<file path="config.mk">
export PLATFORM = sky130hd
export DESIGN_NAME = ordered_list_engine
export DESIGN_NICKNAME = d
export VERILOG_FILES = /design/src/rtl/ole_pkg.sv /design/src/rtl/ordered_list_engine.sv /design/src/rtl/ole_ram.sv
export SDC_FILE = /design/constraint.sdc
export NUM_CORES = 1
export LEC_CHECK = 0
export ABC_AREA = 1
export BUFFER_PORTS_ARGS = -buffer_cell sky130_fd_sc_hd__buf_2
export CAP_MARGIN = 20
export CORE_AREA = 10 10 271 273
export DETAILED_ROUTE_END_ITERATION = 7
export DIE_AREA = 0 0 281 283
export PLACE_DENSITY = 0.67
export REMOVE_ABC_BUFFERS = 1
export SLEW_MARGIN = 10
export SYNTH_ARGS = -nofsm -noshare
export SYNTH_HDL_FRONTEND = slang
export SYNTH_HIERARCHICAL = 1
export SYNTH_SLANG_ARGS = --single-unit
</file>
<file path="constraint.sdc">
create_clock -name clock -period 3.2 [get_ports clock]
set_input_delay 0 -clock clock [delete_from_list [all_inputs] [get_ports clock]]
set_output_delay 0 -clock clock [all_outputs]
set_load 0.005 [all_outputs]
</file>
<file path="src/rtl/ole_pkg.sv">
`default_nettype none
package ole_pkg;

   localparam int CAPACITY = 16;
   localparam int IDX_W    = (CAPACITY > 1) ? $clog2(CAPACITY) : 1;
   localparam int CNT_W    = $clog2(CAPACITY + 1);

   localparam int KEY_W  = 32;
   localparam int CMD_W  = 3;
   localparam int POS_W  = 5;
   localparam int STAT_W = 2;
   localparam int FPOS_W = 5;
   localparam int ECNT_W = 5;
   localparam int CMP_W  = (CNT_W > POS_W) ? CNT_W : POS_W;

   localparam int REQ_USED_W = KEY_W + POS_W;
   localparam int REQ_DATA_W = ((REQ_USED_W + 7) / 8) * 8;
   localparam int REQ_USER_W = CMD_W;

   localparam int RSP_STAT_LO = 0;
   localparam int RSP_FPOS_LO = RSP_STAT_LO + STAT_W;
   localparam int RSP_MIN_LO  = RSP_FPOS_LO + FPOS_W;
   localparam int RSP_MAX_LO  = RSP_MIN_LO + KEY_W;
   localparam int RSP_ECNT_LO = RSP_MAX_LO + KEY_W;
   localparam int RSP_USED_W  = RSP_ECNT_LO + ECNT_W;
   localparam int RSP_DATA_W  = ((RSP_USED_W + 7) / 8) * 8;

   typedef enum logic [CMD_W-1:0] {
      CMD_PUSH_FRONT = 3'd0,
      CMD_PUSH_BACK  = 3'd1,
      CMD_DELETE     = 3'd2,
      CMD_FIND       = 3'd3,
      CMD_CLEAR      = 3'd4,
      CMD_MINMAX     = 3'd5
   } cmd_type;

   typedef enum logic [STAT_W-1:0] {
      ST_OK    = 2'd0,
      ST_FULL  = 2'd1,
      ST_MISS  = 2'd2,
      ST_EMPTY = 2'd3
   } status_type;

   typedef enum logic [1:0] {
      S_IDLE,
      S_WALK,
      S_FINISH
   } state_type;

endpackage
`default_nettype wire

</file>
<file path="src/rtl/ordered_list_engine.sv">
// Each item passes through S_IDLE, S_WALK and S_FINISH; the walk covers up to CAPACITY
// entries, and a find stops at the first entry that matches its key.
// One item at a time; the walk reads one store entry per cycle through the RAM port.
// A result waiting on rsp_tready holds the following item in S_FINISH until it is taken.
// Reset: synchronous, active high; clears count, sequencer and result valid.
// Store contents are undefined after reset and are not cleared.
`default_nettype none
module ordered_list_engine (
   input  wire logic                          clock,
   input  wire logic                          reset,
   input  wire logic                          req_tvalid,
   output logic                               req_tready,
   // key_value[31:0], position[36:32], zero pad
   input  wire logic [ole_pkg::REQ_DATA_W-1:0] req_tdata,
   // command[2:0]
   input  wire logic [ole_pkg::REQ_USER_W-1:0] req_tuser,
   output logic                               rsp_tvalid,
   input  wire logic                          rsp_tready,
   // status[1:0], found_position[6:2], min_key[38:7], max_key[70:39],
   // entry_count[75:71], zero pad
   output logic      [ole_pkg::RSP_DATA_W-1:0] rsp_tdata
);

   import ole_pkg::*;

   state_type                state_ff, state_in;
   cmd_type                  cmd_ff, cmd_in;
   logic [KEY_W-1:0]         key_ff, key_in;
   logic [CNT_W-1:0]         count_ff, count_in;
   status_type               status_ff, status_in;
   logic [CNT_W-1:0]         found_ff, found_in;
   logic signed [KEY_W-1:0]  lo_ff, lo_in;
   logic signed [KEY_W-1:0]  hi_ff, hi_in;
   logic                     first_ff, first_in;
   logic [IDX_W-1:0]         rd_addr_ff, rd_addr_in;
   logic [CNT_W-1:0]         rd_left_ff, rd_left_in;
   logic                     pend_ff, pend_in;
   logic [IDX_W-1:0]         pend_addr_ff, pend_addr_in;
   logic                     rsp_valid_ff, rsp_valid_in;
   logic [RSP_DATA_W-1:0]    rsp_data_ff, rsp_data_in;

   logic                     wr_en;
   logic [IDX_W-1:0]         wr_addr;
   logic [KEY_W-1:0]         wr_data;
   logic [KEY_W-1:0]         rd_data;

   cmd_type                  req_cmd;
   logic [POS_W-1:0]         req_pos;
   logic [CMP_W-1:0]         pos_w;
   logic [CMP_W-1:0]         count_w;
   logic [CMP_W-1:0]         left_w;
   logic [CNT_W-1:0]         count_m1;
   logic                     full;
   logic [CNT_W-1:0]         next_count;

   ole_ram #(
      .WIDTH (KEY_W),
      .DEPTH (CAPACITY)
   ) u_store (
      .clock   (clock),
      .wr_en   (wr_en),
      .wr_addr (wr_addr),
      .wr_data (wr_data),
      .rd_addr (rd_addr_ff),
      .rd_data (rd_data)
   );

   assign req_cmd  = cmd_type'(req_tuser);
   assign req_pos  = req_tdata[KEY_W +: POS_W];
   assign pos_w    = CMP_W'(req_pos);
   assign count_w  = CMP_W'(count_ff);
   assign left_w   = count_w - pos_w;
   assign count_m1 = count_ff - CNT_W'(1);
   assign full     = (count_ff == CNT_W'(CAPACITY));

   assign rsp_tvalid = rsp_valid_ff;
   assign rsp_tdata  = rsp_data_ff;

   always_comb begin
      state_in     = state_ff;
      cmd_in       = cmd_ff;
      key_in       = key_ff;
      count_in     = count_ff;
      status_in    = status_ff;
      found_in     = found_ff;
      lo_in        = lo_ff;
      hi_in        = hi_ff;
      first_in     = first_ff;
      rd_addr_in   = rd_addr_ff;
      rd_left_in   = rd_left_ff;
      pend_in      = 1'b0;
      pend_addr_in = rd_addr_ff;
      rsp_valid_in = rsp_valid_ff && !rsp_tready;
      rsp_data_in  = rsp_data_ff;
      wr_en        = 1'b0;
      wr_addr      = pend_addr_ff + IDX_W'(1);
      wr_data      = rd_data;
      req_tready   = 1'b0;
      next_count   = count_ff;

      case (state_ff)
         S_IDLE: begin
            req_tready = 1'b1;
            if (req_tvalid) begin
               cmd_in     = req_cmd;
               key_in     = req_tdata[KEY_W-1:0];
               status_in  = ST_OK;
               found_in   = '0;
               lo_in      = '0;
               hi_in      = '0;
               first_in   = 1'b1;
               rd_addr_in = '0;
               rd_left_in = '0;
               state_in   = S_WALK;
               case (req_cmd)
                  CMD_PUSH_FRONT: begin
                     if (full) begin
                        status_in = ST_FULL;
                     end else begin
                        rd_addr_in = count_m1[IDX_W-1:0];
                        rd_left_in = count_ff;
                     end
                  end
                  CMD_PUSH_BACK: begin
                     if (full) begin
                        status_in = ST_FULL;
                     end
                  end
                  CMD_DELETE: begin
                     if (count_ff == '0) begin
                        status_in = ST_EMPTY;
                     end else if (pos_w == '0 || pos_w > count_w) begin
                        status_in = ST_MISS;
                     end else begin
                        rd_addr_in = pos_w[IDX_W-1:0];
                        rd_left_in = left_w[CNT_W-1:0];
                     end
                  end
                  CMD_FIND: begin
                     status_in  = ST_MISS;
                     rd_left_in = count_ff;
                  end
                  CMD_MINMAX: begin
                     if (count_ff == '0) begin
                        status_in = ST_EMPTY;
                     end else begin
                        rd_left_in = count_ff;
                     end
                  end
                  default: begin
                  end
               endcase
            end
         end

         S_WALK: begin
            if (rd_left_ff != '0) begin
               pend_in      = 1'b1;
               pend_addr_in = rd_addr_ff;
               rd_left_in   = rd_left_ff - CNT_W'(1);
               if (cmd_ff == CMD_PUSH_FRONT) begin
                  rd_addr_in = rd_addr_ff - IDX_W'(1);
               end else begin
                  rd_addr_in = rd_addr_ff + IDX_W'(1);
               end
            end
            if (rd_left_ff == '0 && !pend_ff) begin
               state_in = S_FINISH;
            end
            if (pend_ff) begin
               case (cmd_ff)
                  CMD_PUSH_FRONT: begin
                     wr_en   = 1'b1;
                     wr_addr = pend_addr_ff + IDX_W'(1);
                  end
                  CMD_DELETE: begin
                     wr_en   = 1'b1;
                     wr_addr = pend_addr_ff - IDX_W'(1);
                  end
                  CMD_FIND: begin
                     if (rd_data == key_ff) begin
                        status_in  = ST_OK;
                        found_in   = CNT_W'(pend_addr_ff) + CNT_W'(1);
                        rd_left_in = '0;
                        pend_in    = 1'b0;
                        state_in   = S_FINISH;
                     end
                  end
                  CMD_MINMAX: begin
                     first_in = 1'b0;
                     if (first_ff || $signed(rd_data) < lo_ff) begin
                        lo_in = $signed(rd_data);
                     end
                     if (first_ff || $signed(rd_data) > hi_ff) begin
                        hi_in = $signed(rd_data);
                     end
                  end
                  default: begin
                  end
               endcase
            end
         end

         S_FINISH: begin
            if (!rsp_valid_ff || rsp_tready) begin
               case (cmd_ff)
                  CMD_PUSH_FRONT: begin
                     if (status_ff == ST_OK) begin
                        wr_en      = 1'b1;
                        wr_addr    = '0;
                        wr_data    = key_ff;
                        next_count = count_ff + CNT_W'(1);
                     end
                  end
                  CMD_PUSH_BACK: begin
                     if (status_ff == ST_OK) begin
                        wr_en      = 1'b1;
                        wr_addr    = count_ff[IDX_W-1:0];
                        wr_data    = key_ff;
                        next_count = count_ff + CNT_W'(1);
                     end
                  end
                  CMD_DELETE: begin
                     if (status_ff == ST_OK) begin
                        next_count = count_m1;
                     end
                  end
                  CMD_CLEAR: begin
                     next_count = '0;
                  end
                  default: begin
                  end
               endcase
               count_in     = next_count;
               rsp_valid_in = 1'b1;
               rsp_data_in  = RSP_DATA_W'({ECNT_W'(next_count), hi_ff, lo_ff,
                                           FPOS_W'(found_ff), status_ff});
               state_in     = S_IDLE;
            end
         end

         default: begin
            state_in = S_IDLE;
         end
      endcase
   end

   always_ff @(posedge clock) begin
      if (reset) begin
         state_ff     <= S_IDLE;
         count_ff     <= '0;
         pend_ff      <= 1'b0;
         rd_left_ff   <= '0;
         rsp_valid_ff <= 1'b0;
      end else begin
         state_ff     <= state_in;
         count_ff     <= count_in;
         pend_ff      <= pend_in;
         rd_left_ff   <= rd_left_in;
         rsp_valid_ff <= rsp_valid_in;
      end
      cmd_ff       <= cmd_in;
      key_ff       <= key_in;
      status_ff    <= status_in;
      found_ff     <= found_in;
      lo_ff        <= lo_in;
      hi_ff        <= hi_in;
      first_ff     <= first_in;
      rd_addr_ff   <= rd_addr_in;
      pend_addr_ff <= pend_addr_in;
      rsp_data_ff  <= rsp_data_in;
   end

endmodule
`default_nettype wire

</file>
<file path="src/rtl/ole_ram.sv">
`default_nettype none
module ole_ram #(
   parameter int WIDTH = 32,
   parameter int DEPTH = 16,
   parameter int ADDR_W = (DEPTH > 1) ? $clog2(DEPTH) : 1
) (
   input  wire logic              clock,
   input  wire logic              wr_en,
   input  wire logic [ADDR_W-1:0] wr_addr,
   input  wire logic [WIDTH-1:0]  wr_data,
   input  wire logic [ADDR_W-1:0] rd_addr,
   output logic      [WIDTH-1:0]  rd_data
);

   logic [WIDTH-1:0] mem [DEPTH];

   always_ff @(posedge clock) begin
      if (wr_en) begin
         mem[wr_addr] <= wr_data;
      end
      rd_data <= mem[rd_addr];
   end

endmodule
`default_nettype wire

</file>
* Yosys cells after proc, flatten, opt, wreduce, memory -nomap -nowiden
Memory sizes are Yosys's and may differ from the RTL's. A register that Yosys moved wholly into a read port is not among the register bits.
Cells that the tools add are included.
Widths: inputs -> output; s select.
** Storage, ports and cells
- Output and inout port bits :: 82
- Logic and storage cells :: 165
- Memories kept :: 1
- Latch bits :: 0
- ROM bits :: 0
- Bits in writable memories :: 512
- Register bits after elaboration :: 205
- Input bits :: 47
** Memory list
- u_store.mem :: depth 16, width 32, rd ports 1, clocked after memory_dff 1, write ports 1, RTL line ole_ram.sv:15 : logic [WIDTH-1:0] mem [DEPTH];
** Operators by class
- Muxes and demuxes :: 83
- Add/sub/neg operators :: 9
- Shifts and indexed selects :: 0
- Reduce and logical (&&, ||, !) cells :: 31
- Magnitude comparators :: 3
- Multiply operators :: 0
- Eq/ne operators :: 22
- Bitwise operators :: 1
- Div/mod/pow operators :: 0
** Operators by type and width (count)
- $mux 32 :: 11
- $pmux 32 s2 :: 2
- $mux 5 :: 15
- $mux 4 :: 11
- $eq 32x32->1 :: 1
- $gt 32x32->1 :: 1
- $lt 32x32->1 :: 1
- $pmux 4 s2 :: 4
- $mux 2 :: 13
- $pmux 5 s2 :: 2
- $pmux 5 s4 :: 1
- $mux 1 :: 18
- $ne 2x2->1 const B :: 8
- $logic_not 5->1 :: 3
- $pmux 5 s3 :: 1
- $reduce_and 5->1 :: 3
- $eq 3x2->1 const B :: 4
- $sub 5x1->5 const B :: 2
- $eq 3x3->1 const B :: 3
- $add 4x1->4 const B :: 2
- $pmux 2 s4 :: 1
- $reduce_and 2->1 :: 4
- $reduce_or 2->1 :: 4
- $sub 4x1->4 const B :: 2
- 22 further kinds :: 32

* Logic depth before layout (Yosys ltp)
- Depth in word-level cells :: 7
- Gate-level depth with buffers :: 17
- Gate-level depth less buffers :: 17

* Hierarchy
The synthesis kept the hierarchy.
** By module, submodules not included
- ole_ram :: area an instance 22730.6 um2, cells each 2120, sequential area each 16015.4 um2, times used 1
- ordered_list_engine :: area an instance 10826.6 um2, cells each 1081, sequential area each 5975.7 um2, times used 1

* Least setup slack after synthesis
No wires, ideal clock.
- Path type :: register to register
- Start point :: register hi_ff[23]
- End point :: register hi_ff[0] (enable)
- Data required time :: 2.768 ns
- Setup slack :: -0.211 ns
- Data arrival time :: 2.979 ns
- Cell stages (with the launch flop) :: 13
- Clock period less this slack :: 3.411 ns
- Path through :: edfxtp_1 inv_1 ha_1 nand2_1 nor2_1 nand4_1 nor3b_1 nand2_1 nand2_1 nand2_1 nand2_1 nand2_1 a21oi_1
** On the way
- Word-level cells in the longest chain between the ends :: 4
** RTL lines
- from (decl) :: RTL line ordered_list_engine.sv:33 : logic signed [KEY_W-1:0] hi_ff, hi_in;
- from (signal assigned) :: RTL line ordered_list_engine.sv:267 : hi_ff <= hi_in;
- $gt 32x32->1 :: RTL line ordered_list_engine.sv:194 : if (first_ff || $signed(rd_data) > hi_ff) begin
- $logic_or 1x1->1 :: RTL line ordered_list_engine.sv:194
- $ne 2x2->1 (no line)
- $reduce_and 5->1 (no line)
No other way between the ends.
A chain may end at the register's enable or synchronous reset.

* Worst setup path after layout
- Start point :: register cmd_ff[0]
- End point :: memory u_store.mem[2][25] (enable)
** On the way
- Elaborated cells on any way between the ends :: 17
- Those cells by class :: eq/ne (2); mux (12); reduce/logical (3)
** RTL lines
- from (decl) :: RTL line ordered_list_engine.sv:27 : cmd_type cmd_ff, cmd_in;
- from (signal assigned) :: RTL line ordered_list_engine.sv:262 : cmd_ff <= cmd_in;
- $eq 3x1->1 (tied with other cells) :: RTL line ordered_list_engine.sv:206 : case (cmd_ff)
- $pmux 4 s2 or $mux 4 (tied branches)
- $mux 4, on equally long branches :: RTL line ordered_list_engine.sv:205, ordered_list_engine.sv:170
- $pmux 4 s2 (*) :: RTL line ordered_list_engine.sv:101 : case (state_ff)
- via wr_addr[2] :: RTL line ordered_list_engine.sv:43 : logic [IDX_W-1:0] wr_addr;
- to (decl) :: RTL line ole_ram.sv:15
The timed path passes the listed nets; every way through them passes the cells marked *.

==> reports/metrics.yaml <==
final_layout:
  finalNetCount: 3555
  final_cell_mix: "nand2_1 (900), edfxtp_1 (699), inv_1 (591)"
  syn2layout_area_growth_pct: 15.3
  final_common_cell: "nand2_1"
  final_area_sq_um: 38700
  fillerInstances: 5584
  drive_gt1_frac: 0.116
  diodes: 0
synthesis:
  yosysSeqAreaShare: 0.655
  synth_area_sq_um: 33600
  synth_edf_count: 699
  synth_top_cell_by_area: "edfxtp_1"
  yosysWarnings: 6
  ys_ff_latch: 749
  synth-main-ff-cell: "edfxtp_1"
  avgSynthCellArea_sq_um: 10.5
  async_flop_share: 0
  yosysUniqueCellTypes: 51
  netlist_instances: 3201
  synthTopCellsByArea: "edfxtp_1 (63%), nand2_1 (10%), inv_1 (6.6%), nand3_1 (6.5%), dfxtp_1 (3.0%)"
  synth_top_area_frac: 0.626
clock_network:
  clock-sinks: 749
  insertion_delay_ps: 620
  cts_buffers: 77
  h-tree-depth: 3
  cts_root_buf: "clkbuf_16"
  path_clk_slew_ps: 60
  cts_tree: "yes"
  clock_path_buffers: 3
detailed_routing:
  wirelength_um: 86300
  first_pass_iters: 5
  remaining_drc_errors: 0
  ant_nets: 0
  first_iter_violations: 2599
  wire_per_inst_um: 19.8
  num_vias: 22700
  vias_per_cell: 5.21
die:
  die_area_sq_um: 79500
  std_cell_rows: 96
  initial_utilization: 0.493
  core_sq_um: 68100
  io_pins: 129
  fp.dieW_um: 281
  die_y_um: 283
outcome:
  outcome: "complete, no violations"
worst_hold_path:
  hp-class: "input pin to flip-flop"
sta:
  hold_violations: 0
  grt_setup_unrepaired: "no"
  maxSlewHeadroom: 0.325
  drv_slew: 0
  hold_ws_ps: 83.0
  max_freq_ghz: 0.330
  final.period_utilization: 0.948
  tightest_slew_ps: 1010
  final-setup-viol-count: 0
  period_needed_ps: 3030
  skew_ps: 18.0
critical_path:
  critPathMaxStageDelay_ps: 640
  critical_path.top_delay_family: "simple AND/OR/NAND/NOR gates"
  setup.worst_path.class: "flip-flop to flip-flop"
  path_cells: "inv_2 -> nand2_1 -> nor2_2 -> a21oi_1 -> nor2_1 -> a22oi_1 -> nor2_1 -> nand2_1 -> buf_4 -> nor2_4 -> buf_12"
  slowest_stage: "nor2_4"
  start_kind: "flip-flop"
  critPathBufInv: 3
  endpoint_kind: "flip-flop"
  cp_data_required_time_ps: 3520
  worstPathArrival_ps: 3350
  path_max_fanout: 17
pwr:
  report.power.total_w: 0.0284
  p_leak_nw: 16.8
  ir_drop_mv: 0.399
  power.density_nw_per_um2: 736
flow_run:
  cap_violations: 0
global_routing:
  antenna_found_initial: 3
  grt_usage: 0.213
  overflow: 0
  grt_first_pass_wirelength_um: 130000
  grt_pass1_vias: 21600
  grt_max_degree: 82
placed_design:
  dp_hpwl_um: 54700
  io_buffers: 121
  finalWeightedCongestion: 0.908
  place_area_sq_um: 35800
[per-layer routing]
metal | up-vias | global-route usage | wire (um)
met2 | 976 | 0.333 | 39300
met5 | - | 0 | 0
met3 | 131 | 0.0386 | 7600
met1 | 10700 | 0.297 | 37100
met4 | 0 | 0.0725 | 2380
li1 | 10900 | - | -
[flip-flops by register name, indices dropped and copies added (netlist names), 2 cells and up]
register	flops
cmd_ff	3
u_store/rd_data	32
u_store/mem	512
hi_ff	32
status_ff	2
rsp_tdata	76
rd_left_ff	5
count_ff	5
lo_ff	32
rd_addr_ff	4
key_ff	32
state_ff	2
pend_addr_ff	4
found_ff	5
[per-stage QoR]
stage | TNS (ps) | std cells | util | setup slack (ps)
6_report | 0 | 4368 | 0.568 | 167
5_1_grt | 0 | 4368 | 0.568 | 3.07
4_1_cts | 0 | 4367 | 0.568 | 163
3_5_place_dp | 0 | 4187 | 0.525 | 196
3_3_place_gp | 0 | 4187 | 0.525 | 221
2_1_floorplan | -710800 | 3078 | - | -4290
[synth_stat cells (20+ instances only)]
cell / instances
nand3_1: 435
edfxtp_1: 699
xnor2_1: 20
ha_1: 78
dfxtp_1: 50
nand4_1: 21
clkbuf_1: 23
a21oi_1: 54
buf_2: 45
nand2_1: 900
buf_6: 31
o21ai_0: 48
nor2_1: 80
inv_1: 594
[report_power, final]
part	internal, W	switching (W)
Combinational	0.00213	0.00460
Sequential	0.0123	0.000715
Clock	0.00509	0.00365
Total	0.0195	0.00896
[final cells by class]
cell class                 instances  area (sq um)  area share
multi-input combinational       1729          8640       0.223
inverter                         601          2270      0.0586
clock inverter                    31           236     0.00611
sequential                       749         22000       0.569
clock buffer                     106          2220      0.0574
timing repair buffer             270          2220      0.0574
tap                              882          1100      0.0285
[final timing paths]
check,from,end,slack [ps],cells past startpoint
max reg2reg,cmd_ff[0],u_store/mem[2][25],170,11
min reg2reg,found_ff[0],rsp_tdata[2],420,0
max,cmd_ff[0],u_store/mem[2][25],170,11
min,req_tdata[16],key_ff[16],80,2
[what timing repair did]
action | in CTS | in global routing
gates resized for setup | 0 | 1
hold buffers | 43 | 0
setup buffers | 0 | 0
hold endpoints to repair | 54 | 0
setup endpoints to repair | 0 | 21
[kinds of logic (layout without fill, tap and decap cells)]
| group | count (synthesis) | after routing | share of synthesized area |
|---|---|---|---|
| fa+ha+maj | 80 | 80 | 0.0303 |
| other cells | 1 | 4 | 0.000112 |
| mux | 16 | 16 | 0.00705 |
| xor+xnor | 27 | 27 | 0.00705 |
| flops | 749 | 749 | 0.655 |
| simple gates | 1466 | 1467 | 0.185 |
| buf+inv | 727 | 1008 | 0.0919 |
| compound gates | 135 | 135 | 0.0232 |
[worst register-to-register path: cells and delay by family (launching register included)]
kind,cells,cell delay (ps)
compound gates,2,310
buf+inv,3,610
flops,1,480
simple gates,6,1320
Note: power is estimated with default switching activity, not from simulation.
